### config.mk
export PLATFORM = sky130hd
export DESIGN_NAME = pedal_steer_ramp_gear_interlock_unit_flat
export DESIGN_NICKNAME = d
export VERILOG_FILES = /design/src/hdl/psrgi_pkg.sv /design/src/hdl/psrgi_tick_if.sv /design/src/hdl/psrgi_result_if.sv /design/src/hdl/psrgi_cfg_if.sv /design/src/hdl/psrgi_cfg.sv /design/src/hdl/psrgi_step.sv /design/src/hdl/pedal_steer_ramp_gear_interlock_unit.sv /design/src/flat_wrapper.sv
export SDC_FILE = /design/constraint.sdc
export NUM_CORES = 1
export LEC_CHECK = 0
export BUFFER_PORTS_ARGS = -buffer_cell sky130_fd_sc_hd__buf_4
export CORE_MARGIN = 3
export CORE_UTILIZATION = 55
export CTS_BUF_LIST = sky130_fd_sc_hd__clkbuf_8
export CTS_CLUSTER_SIZE = 16
export DETAILED_ROUTE_END_ITERATION = 12
export PLACE_DENSITY = 0.8
export SLEW_MARGIN = 5
export SYNTH_ARGS = -nofsm -noshare
export SYNTH_HDL_FRONTEND = slang
export SYNTH_SLANG_ARGS = --single-unit
### constraint.sdc
create_clock -name clk -period 4.2 [get_ports clk]
set_input_delay 0 -clock clk [delete_from_list [all_inputs] [get_ports clk]]
set_output_delay 0 -clock clk [all_outputs]
set_load 0.02 [all_outputs]
### src/hdl/psrgi_pkg.sv
// ----------------------------------------------------------------------------
// psrgi_pkg
// Shared types and constants for the pedal, steer and gear interlock unit.
// ----------------------------------------------------------------------------
package psrgi_pkg;

    typedef enum logic [1:0] {
        GEAR_P = 2'd0,
        GEAR_R = 2'd1,
        GEAR_N = 2'd2,
        GEAR_D = 2'd3
    } gear_t;

    typedef enum logic [2:0] {
        MODE_NONE   = 3'd0,
        MODE_LKS    = 3'd1,
        MODE_HWC    = 3'd2,
        MODE_TJC    = 3'd3,
        MODE_ACC    = 3'd4,
        MODE_TJA    = 3'd5,
        MODE_AEB    = 3'd6,
        MODE_MANUAL = 3'd7
    } mode_t;

    typedef enum logic [2:0] {
        CFG_THROTTLE_STEP     = 3'd0,
        CFG_BRAKE_STEP        = 3'd1,
        CFG_STEER_STEP        = 3'd2,
        CFG_SHIFT_SPEED_LIMIT = 3'd3,
        CFG_AEB_RELEASE_LEVEL = 3'd4,
        CFG_AEB_PRESS_LEVEL   = 3'd5,
        CFG_BRAKE_CANCEL      = 3'd6,
        CFG_THROTTLE_OVERRIDE = 3'd7
    } cfg_idx_t;

    localparam int LEVEL_W   = 7;
    localparam int STEER_W   = 8;
    localparam int SPEED_W   = 12;
    localparam int LIMIT_W   = 10;
    localparam int CFG_DATA_W = 10;

    localparam logic [LEVEL_W-1:0] LEVEL_MAX = 7'd100;

    // Gear request bits.
    localparam int GK_PARK    = 0;
    localparam int GK_REVERSE = 1;
    localparam int GK_NEUTRAL = 2;
    localparam int GK_DRIVE   = 3;

    // Register values after reset.
    localparam logic [LEVEL_W-1:0] RST_THROTTLE_STEP     = 7'd10;
    localparam logic [LEVEL_W-1:0] RST_BRAKE_STEP        = 7'd20;
    localparam logic [LEVEL_W-1:0] RST_STEER_STEP        = 7'd3;
    localparam logic [LIMIT_W-1:0] RST_SHIFT_SPEED_LIMIT = 10'd20;
    localparam logic [LEVEL_W-1:0] RST_AEB_RELEASE_LEVEL = 7'd6;
    localparam logic [LEVEL_W-1:0] RST_AEB_PRESS_LEVEL   = 7'd12;
    localparam logic [LEVEL_W-1:0] RST_BRAKE_CANCEL      = 7'd10;
    localparam logic [LEVEL_W-1:0] RST_THROTTLE_OVERRIDE = 7'd30;

    typedef struct packed {
        logic                      throttle_key;
        logic                      brake_key;
        logic                      left_key;
        logic                      right_key;
        logic [3:0]                gear_keys;
        mode_t                     drive_mode;
        gear_t                     gear_now;
        logic signed [SPEED_W-1:0] speed;
    } tick_t;

    typedef struct packed {
        logic                      steer_valid;
        logic signed [STEER_W-1:0] steer_cmd;
        logic                      pedal_valid;
        logic [LEVEL_W-1:0]        throttle_cmd;
        logic [LEVEL_W-1:0]        brake_cmd;
        logic [LEVEL_W-1:0]        throttle_level;
        logic [LEVEL_W-1:0]        brake_level;
        logic signed [STEER_W-1:0] steer_level;
        logic                      gear_cmd_valid;
        gear_t                     gear_cmd;
        logic                      aeb_takeover;
        logic                      assist_cancel;
    } result_t;

    typedef struct packed {
        logic [LEVEL_W-1:0] throttle_step;
        logic [LEVEL_W-1:0] brake_step;
        logic [LEVEL_W-1:0] steer_step;
        logic [LIMIT_W-1:0] shift_speed_limit;
        logic [LEVEL_W-1:0] aeb_release_level;
        logic [LEVEL_W-1:0] aeb_press_level;
        logic [LEVEL_W-1:0] brake_cancel_level;
        logic [LEVEL_W-1:0] throttle_override_level;
    } cfg_t;

    typedef struct packed {
        logic [LEVEL_W-1:0]        throttle_ramp;
        logic [LEVEL_W-1:0]        brake_ramp;
        logic signed [STEER_W-1:0] steer_ramp;
        logic                      idle_pending;
        logic                      aeb_throttle_released;
        logic                      aeb_was_active;
        gear_t                     last_gear;
    } state_t;

endpackage

### src/hdl/psrgi_tick_if.sv
// ----------------------------------------------------------------------------
// psrgi_tick_if
// Valid/ready channel carrying one control tick.
// ----------------------------------------------------------------------------
interface psrgi_tick_if;
    logic             valid;
    logic             ready;
    psrgi_pkg::tick_t data;

    modport source (output valid, output data, input ready);
    modport sink   (input valid, input data, output ready);
endinterface

### src/hdl/psrgi_result_if.sv
// ----------------------------------------------------------------------------
// psrgi_result_if
// Valid/ready channel carrying one command result.
// ----------------------------------------------------------------------------
interface psrgi_result_if;
    logic               valid;
    logic               ready;
    psrgi_pkg::result_t data;

    modport source (output valid, output data, input ready);
    modport sink   (input valid, input data, output ready);
endinterface

### src/hdl/psrgi_cfg_if.sv
// ----------------------------------------------------------------------------
// psrgi_cfg_if
// Register write channel: index and write data with valid/ready.
// ----------------------------------------------------------------------------
interface psrgi_cfg_if;
    logic                                  valid;
    logic                                  ready;
    psrgi_pkg::cfg_idx_t                   index;
    logic [psrgi_pkg::CFG_DATA_W-1:0]      data;

    modport source (output valid, output index, output data, input ready);
    modport sink   (input valid, input index, input data, output ready);
endinterface

### src/hdl/psrgi_cfg.sv
// ----------------------------------------------------------------------------
// psrgi_cfg
// Configuration register file, written one register per transfer.
// ----------------------------------------------------------------------------
module psrgi_cfg (
    input  logic              clk,
    input  logic              rst_n,
    psrgi_cfg_if.sink         cfg,
    output psrgi_pkg::cfg_t   cfg_q
);

    psrgi_pkg::cfg_t cfg_reg;

    assign cfg.ready = 1'b1;
    assign cfg_q     = cfg_reg;

    always_ff @(posedge clk or negedge rst_n)
    begin
        if (!rst_n)
        begin
            cfg_reg.throttle_step           <= psrgi_pkg::RST_THROTTLE_STEP;
            cfg_reg.brake_step              <= psrgi_pkg::RST_BRAKE_STEP;
            cfg_reg.steer_step              <= psrgi_pkg::RST_STEER_STEP;
            cfg_reg.shift_speed_limit       <= psrgi_pkg::RST_SHIFT_SPEED_LIMIT;
            cfg_reg.aeb_release_level       <= psrgi_pkg::RST_AEB_RELEASE_LEVEL;
            cfg_reg.aeb_press_level         <= psrgi_pkg::RST_AEB_PRESS_LEVEL;
            cfg_reg.brake_cancel_level      <= psrgi_pkg::RST_BRAKE_CANCEL;
            cfg_reg.throttle_override_level <= psrgi_pkg::RST_THROTTLE_OVERRIDE;
        end
        else if (cfg.valid)
        begin
            unique case (cfg.index)
                psrgi_pkg::CFG_THROTTLE_STEP:
                    cfg_reg.throttle_step <= cfg.data[psrgi_pkg::LEVEL_W-1:0];
                psrgi_pkg::CFG_BRAKE_STEP:
                    cfg_reg.brake_step <= cfg.data[psrgi_pkg::LEVEL_W-1:0];
                psrgi_pkg::CFG_STEER_STEP:
                    cfg_reg.steer_step <= cfg.data[psrgi_pkg::LEVEL_W-1:0];
                psrgi_pkg::CFG_SHIFT_SPEED_LIMIT:
                    cfg_reg.shift_speed_limit <= cfg.data[psrgi_pkg::LIMIT_W-1:0];
                psrgi_pkg::CFG_AEB_RELEASE_LEVEL:
                    cfg_reg.aeb_release_level <= cfg.data[psrgi_pkg::LEVEL_W-1:0];
                psrgi_pkg::CFG_AEB_PRESS_LEVEL:
                    cfg_reg.aeb_press_level <= cfg.data[psrgi_pkg::LEVEL_W-1:0];
                psrgi_pkg::CFG_BRAKE_CANCEL:
                    cfg_reg.brake_cancel_level <= cfg.data[psrgi_pkg::LEVEL_W-1:0];
                psrgi_pkg::CFG_THROTTLE_OVERRIDE:
                    cfg_reg.throttle_override_level <= cfg.data[psrgi_pkg::LEVEL_W-1:0];
            endcase
        end
    end

endmodule

### src/hdl/psrgi_step.sv
// ----------------------------------------------------------------------------
// psrgi_step
// Per-tick logic: ramps, mode gating, gear interlock, takeover and cancel.
// ----------------------------------------------------------------------------
module psrgi_step (
    input  psrgi_pkg::tick_t   tick_q,
    input  psrgi_pkg::state_t  st,
    input  psrgi_pkg::cfg_t    cfg_q,
    output psrgi_pkg::state_t  st_next,
    output psrgi_pkg::result_t res
);

    logic                idle;
    logic                steer_gate;
    logic                pedal_gate;
    logic [7:0]          thr_sum;
    logic [7:0]          brk_sum;
    logic [6:0]          thr_new;
    logic [6:0]          brk_new;
    logic signed [8:0]   steer_ext;
    logic signed [8:0]   step_ext;
    logic signed [8:0]   steer_raw;
    logic signed [8:0]   steer_sat;
    logic signed [12:0]  spd;
    logic signed [12:0]  lim;
    logic signed [12:0]  aspd;
    logic                stopped;
    logic                rev_ok;
    logic                drv_ok;
    logic                park_ok;
    logic                rel_base;

    always_comb
    begin
        idle = !(tick_q.throttle_key || tick_q.brake_key || tick_q.left_key
                 || tick_q.right_key) && (tick_q.gear_keys == 4'd0);
        steer_gate = (tick_q.drive_mode >= psrgi_pkg::MODE_ACC);
        pedal_gate = (tick_q.drive_mode == psrgi_pkg::MODE_LKS)
                  || (tick_q.drive_mode == psrgi_pkg::MODE_MANUAL);

        // Pedal ramps with saturation at the top of the range.
        thr_sum = {1'b0, st.throttle_ramp} + {1'b0, cfg_q.throttle_step};
        brk_sum = {1'b0, st.brake_ramp} + {1'b0, cfg_q.brake_step};
        thr_new = (thr_sum > {1'b0, psrgi_pkg::LEVEL_MAX}) ? psrgi_pkg::LEVEL_MAX
                                                           : thr_sum[6:0];
        brk_new = (brk_sum > {1'b0, psrgi_pkg::LEVEL_MAX}) ? psrgi_pkg::LEVEL_MAX
                                                           : brk_sum[6:0];

        // Steer: a reversal snaps to centre before ramping again.
        steer_ext = {st.steer_ramp[7], st.steer_ramp};
        step_ext  = signed'({2'b00, cfg_q.steer_step});
        if (tick_q.left_key)
            steer_raw = (st.steer_ramp > 8'sd0) ? 9'sd0 : steer_ext - step_ext;
        else if (tick_q.right_key)
            steer_raw = (st.steer_ramp < 8'sd0) ? 9'sd0 : steer_ext + step_ext;
        else
            steer_raw = 9'sd0;
        if (steer_raw > 9'sd100)
            steer_sat = 9'sd100;
        else if (steer_raw < -9'sd100)
            steer_sat = -9'sd100;
        else
            steer_sat = steer_raw;

        // Gear interlock.
        spd     = {tick_q.speed[11], tick_q.speed};
        lim     = signed'({3'b000, cfg_q.shift_speed_limit});
        aspd    = spd[12] ? -spd : spd;
        stopped = (aspd <= lim);
        park_ok = stopped;
        rev_ok  = (tick_q.gear_now == psrgi_pkg::GEAR_N) ? !(spd > lim)
                : ((tick_q.gear_now != psrgi_pkg::GEAR_R) && stopped);
        drv_ok  = (tick_q.gear_now == psrgi_pkg::GEAR_N) ? !(spd < -lim)
                : ((tick_q.gear_now != psrgi_pkg::GEAR_D) && stopped);

        st_next = st;
        res     = '0;
        res.gear_cmd = psrgi_pkg::GEAR_P;

        if (idle)
        begin
            if (st.idle_pending)
            begin
                st_next.throttle_ramp = '0;
                st_next.brake_ramp    = '0;
                st_next.steer_ramp    = '0;
                st_next.idle_pending  = 1'b0;
                res.steer_valid       = steer_gate;
                res.pedal_valid       = pedal_gate;
            end
        end
        else
        begin
            st_next.idle_pending  = 1'b1;
            st_next.throttle_ramp = tick_q.throttle_key ? thr_new : '0;
            st_next.brake_ramp    = tick_q.brake_key ? brk_new : '0;
            st_next.steer_ramp    = signed'(steer_sat[7:0]);

            if (steer_gate)
            begin
                res.steer_valid = 1'b1;
                res.steer_cmd   = st_next.steer_ramp;
            end
            if (pedal_gate)
            begin
                res.pedal_valid = 1'b1;
                if (tick_q.gear_now != psrgi_pkg::GEAR_P)
                begin
                    res.throttle_cmd = st_next.throttle_ramp;
                    res.brake_cmd    = st_next.brake_ramp;
                end
            end

            // Highest passing request wins.
            if (tick_q.gear_keys[psrgi_pkg::GK_DRIVE] && drv_ok)
            begin
                res.gear_cmd_valid = 1'b1;
                res.gear_cmd       = psrgi_pkg::GEAR_D;
            end
            else if (tick_q.gear_keys[psrgi_pkg::GK_NEUTRAL])
            begin
                res.gear_cmd_valid = 1'b1;
                res.gear_cmd       = psrgi_pkg::GEAR_N;
            end
            else if (tick_q.gear_keys[psrgi_pkg::GK_REVERSE] && rev_ok)
            begin
                res.gear_cmd_valid = 1'b1;
                res.gear_cmd       = psrgi_pkg::GEAR_R;
            end
            else if (tick_q.gear_keys[psrgi_pkg::GK_PARK] && park_ok)
            begin
                res.gear_cmd_valid = 1'b1;
                res.gear_cmd       = psrgi_pkg::GEAR_P;
            end
        end

        // Emergency brake takeover, using the levels after this tick.
        rel_base = st.aeb_was_active && st.aeb_throttle_released;
        if (tick_q.drive_mode == psrgi_pkg::MODE_AEB)
        begin
            st_next.aeb_throttle_released = rel_base
                || (st_next.throttle_ramp < cfg_q.aeb_release_level);
            res.aeb_takeover = (tick_q.gear_now == psrgi_pkg::GEAR_P)
                || (tick_q.gear_now == psrgi_pkg::GEAR_R)
                || (st_next.aeb_throttle_released
                    && (st_next.throttle_ramp > cfg_q.aeb_press_level));
        end
        else
        begin
            st_next.aeb_throttle_released = 1'b0;
        end

        // Assist cancellation in the assisted modes.
        if ((tick_q.drive_mode >= psrgi_pkg::MODE_LKS)
            && (tick_q.drive_mode <= psrgi_pkg::MODE_TJA))
        begin
            res.assist_cancel =
                ((st.last_gear == psrgi_pkg::GEAR_D)
                 && (tick_q.gear_now != psrgi_pkg::GEAR_D))
                || (st_next.brake_ramp > cfg_q.brake_cancel_level)
                || ((tick_q.drive_mode >= psrgi_pkg::MODE_HWC)
                    && (st_next.throttle_ramp > cfg_q.throttle_override_level));
        end

        st_next.aeb_was_active = (tick_q.drive_mode == psrgi_pkg::MODE_AEB);
        st_next.last_gear      = tick_q.gear_now;

        res.throttle_level = st_next.throttle_ramp;
        res.brake_level    = st_next.brake_ramp;
        res.steer_level    = st_next.steer_ramp;
    end

endmodule

### src/hdl/pedal_steer_ramp_gear_interlock_unit.sv
// ----------------------------------------------------------------------------
// pedal_steer_ramp_gear_interlock_unit
// Drive-by-key pedal and steer ramps with mode gating and a gear interlock.
// ----------------------------------------------------------------------------
// Usage notes.
// The tick channel carries one control tick per transfer: the held keys, the
// one-shot gear requests, the driving mode, the current gear and the speed.
// Every tick produces exactly one transfer on the cmd channel, holding the
// gated commands, the ramp levels after the tick, any gear command and the
// takeover and cancel flags. The cfg channel writes one register per
// transfer and is always ready; it should only be used while no tick is in
// flight.
// A tick is captured in the input register on its transfer; its result
// lands in the output register, shown on cmd, once that register is free.
// The ramp state is updated on that same edge, so the next tick sees it with
// no gap, and one tick is taken every cycle while cmd is not stalled.
// When the receiver stalls cmd, the result is held and the input register
// still takes one more tick; tick.ready drops only once both registers are
// full, and rises again in the cycle the result is taken.
// Reset clears both registers, zeroes the ramps, sets the owed zero command
// for the first idle tick, selects Park as the last gear and loads the
// register defaults.
// ----------------------------------------------------------------------------
module pedal_steer_ramp_gear_interlock_unit (
    input  logic           clk,
    input  logic           rst_n,
    psrgi_tick_if.sink     tick,
    psrgi_result_if.source cmd,
    psrgi_cfg_if.sink      cfg
);

    psrgi_pkg::cfg_t    cfg_q;
    psrgi_pkg::state_t  state_reg;
    psrgi_pkg::state_t  state_next;
    psrgi_pkg::tick_t   tick_data_reg;
    logic               tick_valid_reg;
    psrgi_pkg::result_t res_next;
    psrgi_pkg::result_t res_data_reg;
    logic               res_valid_reg;
    logic               advance;
    logic               tick_take;

    psrgi_cfg u_cfg (
        .clk   (clk),
        .rst_n (rst_n),
        .cfg   (cfg),
        .cfg_q (cfg_q)
    );

    psrgi_step u_step (
        .tick_q  (tick_data_reg),
        .st      (state_reg),
        .cfg_q   (cfg_q),
        .st_next (state_next),
        .res     (res_next)
    );

    // A held tick moves on whenever the output register is empty or is
    // being emptied by a transfer this cycle.
    assign advance   = tick_valid_reg && (!res_valid_reg || cmd.ready);
    assign tick.ready = !tick_valid_reg || advance;
    assign tick_take = tick.valid && tick.ready;

    assign cmd.valid = res_valid_reg;
    assign cmd.data  = res_data_reg;

    always_ff @(posedge clk)
    begin
        if (tick_take)
        begin
            tick_data_reg <= tick.data;
        end
        if (advance)
        begin
            res_data_reg <= res_next;
        end
    end

    always_ff @(posedge clk or negedge rst_n)
    begin
        if (!rst_n)
        begin
            tick_valid_reg <= 1'b0;
            res_valid_reg  <= 1'b0;
            state_reg.throttle_ramp         <= '0;
            state_reg.brake_ramp            <= '0;
            state_reg.steer_ramp            <= '0;
            state_reg.idle_pending          <= 1'b1;
            state_reg.aeb_throttle_released <= 1'b0;
            state_reg.aeb_was_active        <= 1'b0;
            state_reg.last_gear             <= psrgi_pkg::GEAR_P;
        end
        else
        begin
            tick_valid_reg <= tick_take || (tick_valid_reg && !advance);
            if (advance)
            begin
                res_valid_reg <= 1'b1;
                state_reg     <= state_next;
            end
            else if (cmd.ready)
            begin
                res_valid_reg <= 1'b0;
            end
        end
    end

endmodule

### src/flat_wrapper.sv
// flat-port wrapper written by rule: the top's interface ports become plain ports
module pedal_steer_ramp_gear_interlock_unit_flat 
  (clk, rst_n, tick_valid, tick_data, tick_ready, cmd_valid, cmd_data, cmd_ready, cfg_valid, cfg_index, cfg_data, cfg_ready);
  psrgi_tick_if tick_i ();
  psrgi_result_if cmd_i ();
  psrgi_cfg_if cfg_i ();
  input  logic clk;
  input  logic rst_n;
  input wire logic [$bits(tick_i.valid)-1:0] tick_valid;
  input wire logic [$bits(tick_i.data)-1:0] tick_data;
  output wire logic [$bits(tick_i.ready)-1:0] tick_ready;
  output wire logic [$bits(cmd_i.valid)-1:0] cmd_valid;
  output wire logic [$bits(cmd_i.data)-1:0] cmd_data;
  input wire logic [$bits(cmd_i.ready)-1:0] cmd_ready;
  input wire logic [$bits(cfg_i.valid)-1:0] cfg_valid;
  input wire logic [$bits(cfg_i.index)-1:0] cfg_index;
  input wire logic [$bits(cfg_i.data)-1:0] cfg_data;
  output wire logic [$bits(cfg_i.ready)-1:0] cfg_ready;
  assign tick_i.valid = tick_valid;
  assign tick_i.data = tick_data;
  assign tick_ready = tick_i.ready;
  assign cmd_valid = cmd_i.valid;
  assign cmd_data = cmd_i.data;
  assign cmd_i.ready = cmd_ready;
  assign cfg_i.valid = cfg_valid;
  assign cfg_i.index = cfg_index;
  assign cfg_i.data = cfg_data;
  assign cfg_ready = cfg_i.ready;
  pedal_steer_ramp_gear_interlock_unit u_core (.clk(clk), .rst_n(rst_n), .tick(tick_i), .cmd(cmd_i), .cfg(cfg_i));
endmodule
==> flow_metrics.py <==
metrics = {
    "status": {
        "status": "completed",
    },
    "synthesis": {
        "synth.avg_cell_area_um2": 10.90,
        "synthTopCellsByArea": "edfxtp_1 (24%), dfrtp_1 (18%), ha_1 (12%)",
        "synth_seq_cells": 164,
        "synth_flop_cell": "edfxtp_1",
        "synth_common_cells": "ha_1 (88), nand2_1 (86), edfxtp_1 (76)",
        "yosysMostFrequentCell": "ha_1",
        "yosysSeqAreaShare_pct": 47.50,
        "syn_nets": 1006,
        "synth_cell_types": 78,
        "netlist_instances": 871,
        "async_reset_ff_share_pct": 53.66,
        "yosys.area.top_type": "edfxtp_1",
        "yosysTopAreaCellShare_pct": 24.05,
        "synth_edf_count": 76,
        "yosysWarnings": 0,
        "synth_area_mm2": 0.009490,
    },
    "critical_path": {
        "crit_arrival_ps": 4220,
        "reg2reg_from": "u_core.state_reg[13]$_DFFE_PN0P_",
        "critPathMaxStageDelay_ps": 440,
        "cp_cell_sequence": "ha_1, fa_1, a21o_1, a21oi_2, o21bai_1, a21oi_2, xnor2_2, o21ai_0, nand2_1, ha_1, and4_1, nand4_1, a32o_1, a31oi_4, a21oi_1, and3_1",
        "worstRegToRegCells": 16,
        "startpoint_type": "flip-flop",
        "r2r_end": "u_core.cmd.data[0]$_SDFFCE_PN0P_",
        "r2r_slack_ps": 210,
        "critPathSlowestCell": "dfrtp_1",
        "crit_fanout": 3,
        "cp.required_ps": 4430,
        "worst-setup-path-type": "reg2reg",
        "cp-end-kind": "flip-flop",
    },
    "routing": {
        "firstDrtPassIters": 5,
        "wl_per_cell_um": 18.48,
        "drt_iter0_drc": 678,
        "vias_per_cell": 5.890,
        "num_vias": 7392,
        "final_antenna_net_count": 0,
        "post-route-drc-count": 0,
        "wl_um": 23190,
    },
    "layout": {
        "n_fill_cell": 1247,
        "synthToLayoutAreaGrowth_pct": 19.67,
        "drive_gt1_share_pct": 24.06,
        "largest_reg_flops": 59,
        "instances_no_fill": 1255,
        "n_antenna_cell": 0,
        "post-route-util_pct": 67.76,
        "finalNetCount": 1157,
    },
    "worst_hold_path": {
        "timing.hold.worst.class": "in2reg",
        "min_path_cells": 5,
        "hold_end": "u_core.u_cfg.cfg_q[22]$_DFFE_PN1P_",
        "hold_start": "cfg_index[1]",
    },
    "global_routing": {
        "antenna_found_initial": 0,
        "grt_pass1_vias": 7220,
        "track_usage_pct": 25.36,
        "grt_overflow": 0,
        "grt_max_degree": 67,
        "grt_pass1_wl_um": 36670,
    },
    "place": {
        "port_buffers": 95,
        "place_inst": 1176,
        "gp_congestion": 0.8713,
        "dp_hpwl_um": 16230,
    },
    "sta": {
        "slew-limit-headroom_pct": 15.29,
        "fin_crit_ps": 3987,
        "finClkSkew_ps": 14.18,
        "holdWs_ps": 35.67,
        "fmaxAchievable_mhz": 250.8,
        "setup_viol": 0,
        "maxSlewViolCount": 0,
        "max_slew.worst_pin.slew_ps": 1271,
        "setup_tns_ps": 0,
        "hold_viol_final": 0,
        "fin_crit_sh_pct": 94.92,
    },
    "power_and_ir_drop": {
        "clkPwrFrac_pct": 15.0,
        "power.internal_mw": 4.162,
        "total_power_mw": 7.127,
        "swShare_pct": 41.60,
        "seq_power_share_pct": 34.3,
        "pwr_density_cell_mw_per_mm2": 627.5,
        "leakage_nw": 5.008,
        "p_sw_mw": 2.965,
        "pwr-share-comb_pct": 50.7,
        "vdd_drop_max_uv": 330.0,
    },
    "flow_run": {
        "drv_cap": 0,
    },
    "die": {
        "die_area_mm2": 0.01887,
        "rows": 47,
        "initial_utilization_pct": 56.63,
        "die_y_um": 137.4,
        "die_width_um": 137.4,
        "ios": 97,
        "core_mm2": 0.01676,
    },
    "clock_network": {
        "root_buffer": "clkbuf_8",
        "clkTransAtPathRegs_ps": 90,
        "clock_sinks": 164,
        "htreeDepth": 4,
        "clockBufferDepth": 2,
        "cts_buffers": 17,
        "clk_latency_ps": 470,
        "cts_tree": "built",
    },
}
-- cells by family (layout without fill, tap and decap cells) --
group           count (synthesis)  count (layout)  synth area share [%]
buf+inv                        90             254                 3.718
other cells                     1               1               0.03951
flops                         164             164                 47.50
xor+xnor                       33              33                 3.046
fa+ha+maj                      92              92                 12.45
compound gates                195             195                 14.49
mux                            50              50                 5.920
simple gates                  246             246                 12.84
-- worst max-delay path, delay by kind of cell (launching register included) --
family,cells,cell delay [ps]
compound gates,8,1560
fa+ha+maj,3,1010
simple gates,4,650
flops,1,440
xor+xnor,1,110
-- final cells by class --
| class | instances | area [um^2] | area share, % |
|---|---|---|---|
| clock inverters | 14 | 100.1 | 0.8814 |
| clock buffers | 18 | 247.7 | 2.181 |
| multi-input cells | 617 | 4711 | 41.48 |
| repair buffers | 155 | 1264 | 11.13 |
| flip-flops and latches | 164 | 4508 | 39.69 |
| inverters | 67 | 251.5 | 2.214 |
| well taps | 220 | 275.3 | 2.424 |
-- metal layers --
metal  GRT usage [%]  part of all wire (%)  up-vias
met5               0                     0        -
met4           8.980                   2.9        0
li1                -                     -     3489
met3           5.223                   5.8       56
met1           33.41                    43     3551
met2           41.77                    48      296
-- repair_timing --
| action | in CTS | in global routing |
|---|---|---|
| endpoints found under the hold margin | 138 | 0 |
| setup endpoints to repair | 1 | 2 |
| buffers inserted | 0 | 7 |
| gates resized for setup | 2 | 16 |
| gates cloned | 0 | 0 |
| hold buffers | 40 | 0 |
| pin swaps | 1 | 8 |
-- power groups by stage --
stage / logic (mW) / registers (mW) / clock network, mW
after floorplan: 2.33 / 2.54 / 0
after global placement: 3.23 / 2.45 / 0
after detailed placement: 3.33 / 2.47 / 0
after CTS: 3.40 / 2.44 / 1.08
after global routing: 3.99 / 2.48 / 1.14
final: 3.61 / 2.44 / 1.07
-- cells in the final DEF (no fill, tap or decap), types with 10 or more instances in the layout --
| cell | instances |
|---|---|
| dlygate4sd3_1 | 40 |
| a21oi_1 | 26 |
| nor3_1 | 16 |
| a21o_1 | 13 |
| nand2b_1 | 10 |
| buf_4 | 115 |
| dfrtp_1 | 69 |
| nor2_1 | 54 |
| inv_1 | 66 |
| clkbuf_8 | 18 |
| xnor2_1 | 25 |
| nand3_1 | 11 |
| dfstp_2 | 19 |
| edfxtp_1 | 76 |
| o21ai_0 | 49 |
| nand2_1 | 85 |
| ha_1 | 87 |
| o21a_1 | 13 |
| mux2_2 | 49 |
| nand4_1 | 14 |
-- worst max-delay path by stage --
| stage | from | end | slack (ps) | cells after the start |
|---|---|---|---|---|
| after floorplan | u_core.state_reg[13]$_DFFE_PN0P_ | u_core.cmd.data[0]$_SDFFCE_PN0P_ | 360 | 17 |
| after global placement | u_core.state_reg[13]$_DFFE_PN0P_ | u_core.cmd.data[0]$_SDFFCE_PN0P_ | 160 | 17 |
| after detailed placement | u_core.state_reg[13]$_DFFE_PN0P_ | u_core.cmd.data[0]$_SDFFCE_PN0P_ | -70 | 17 |
| after CTS | u_core.state_reg[20]$_DFFE_PN0P_ | u_core.cmd.data[0]$_SDFFCE_PN0P_ | 40 | 17 |
| after global routing | u_core.state_reg[20]$_DFFE_PN0P_ | u_core.cmd.data[0]$_SDFFCE_PN0P_ | -80 | 17 |
| final | u_core.state_reg[13]$_DFFE_PN0P_ | u_core.cmd.data[0]$_SDFFCE_PN0P_ | 210 | 16 |
-- through the flow --
stage	instance area (um^2)	worst slack [ps]
final	11360	213.5
after global routing	11360	-77.21
after CTS	11230	35.77
after detailed placement	10480	-71.97
after global placement	10480	160.2
after floorplan	9490	358.1
(Power assumes the default switching activity.)
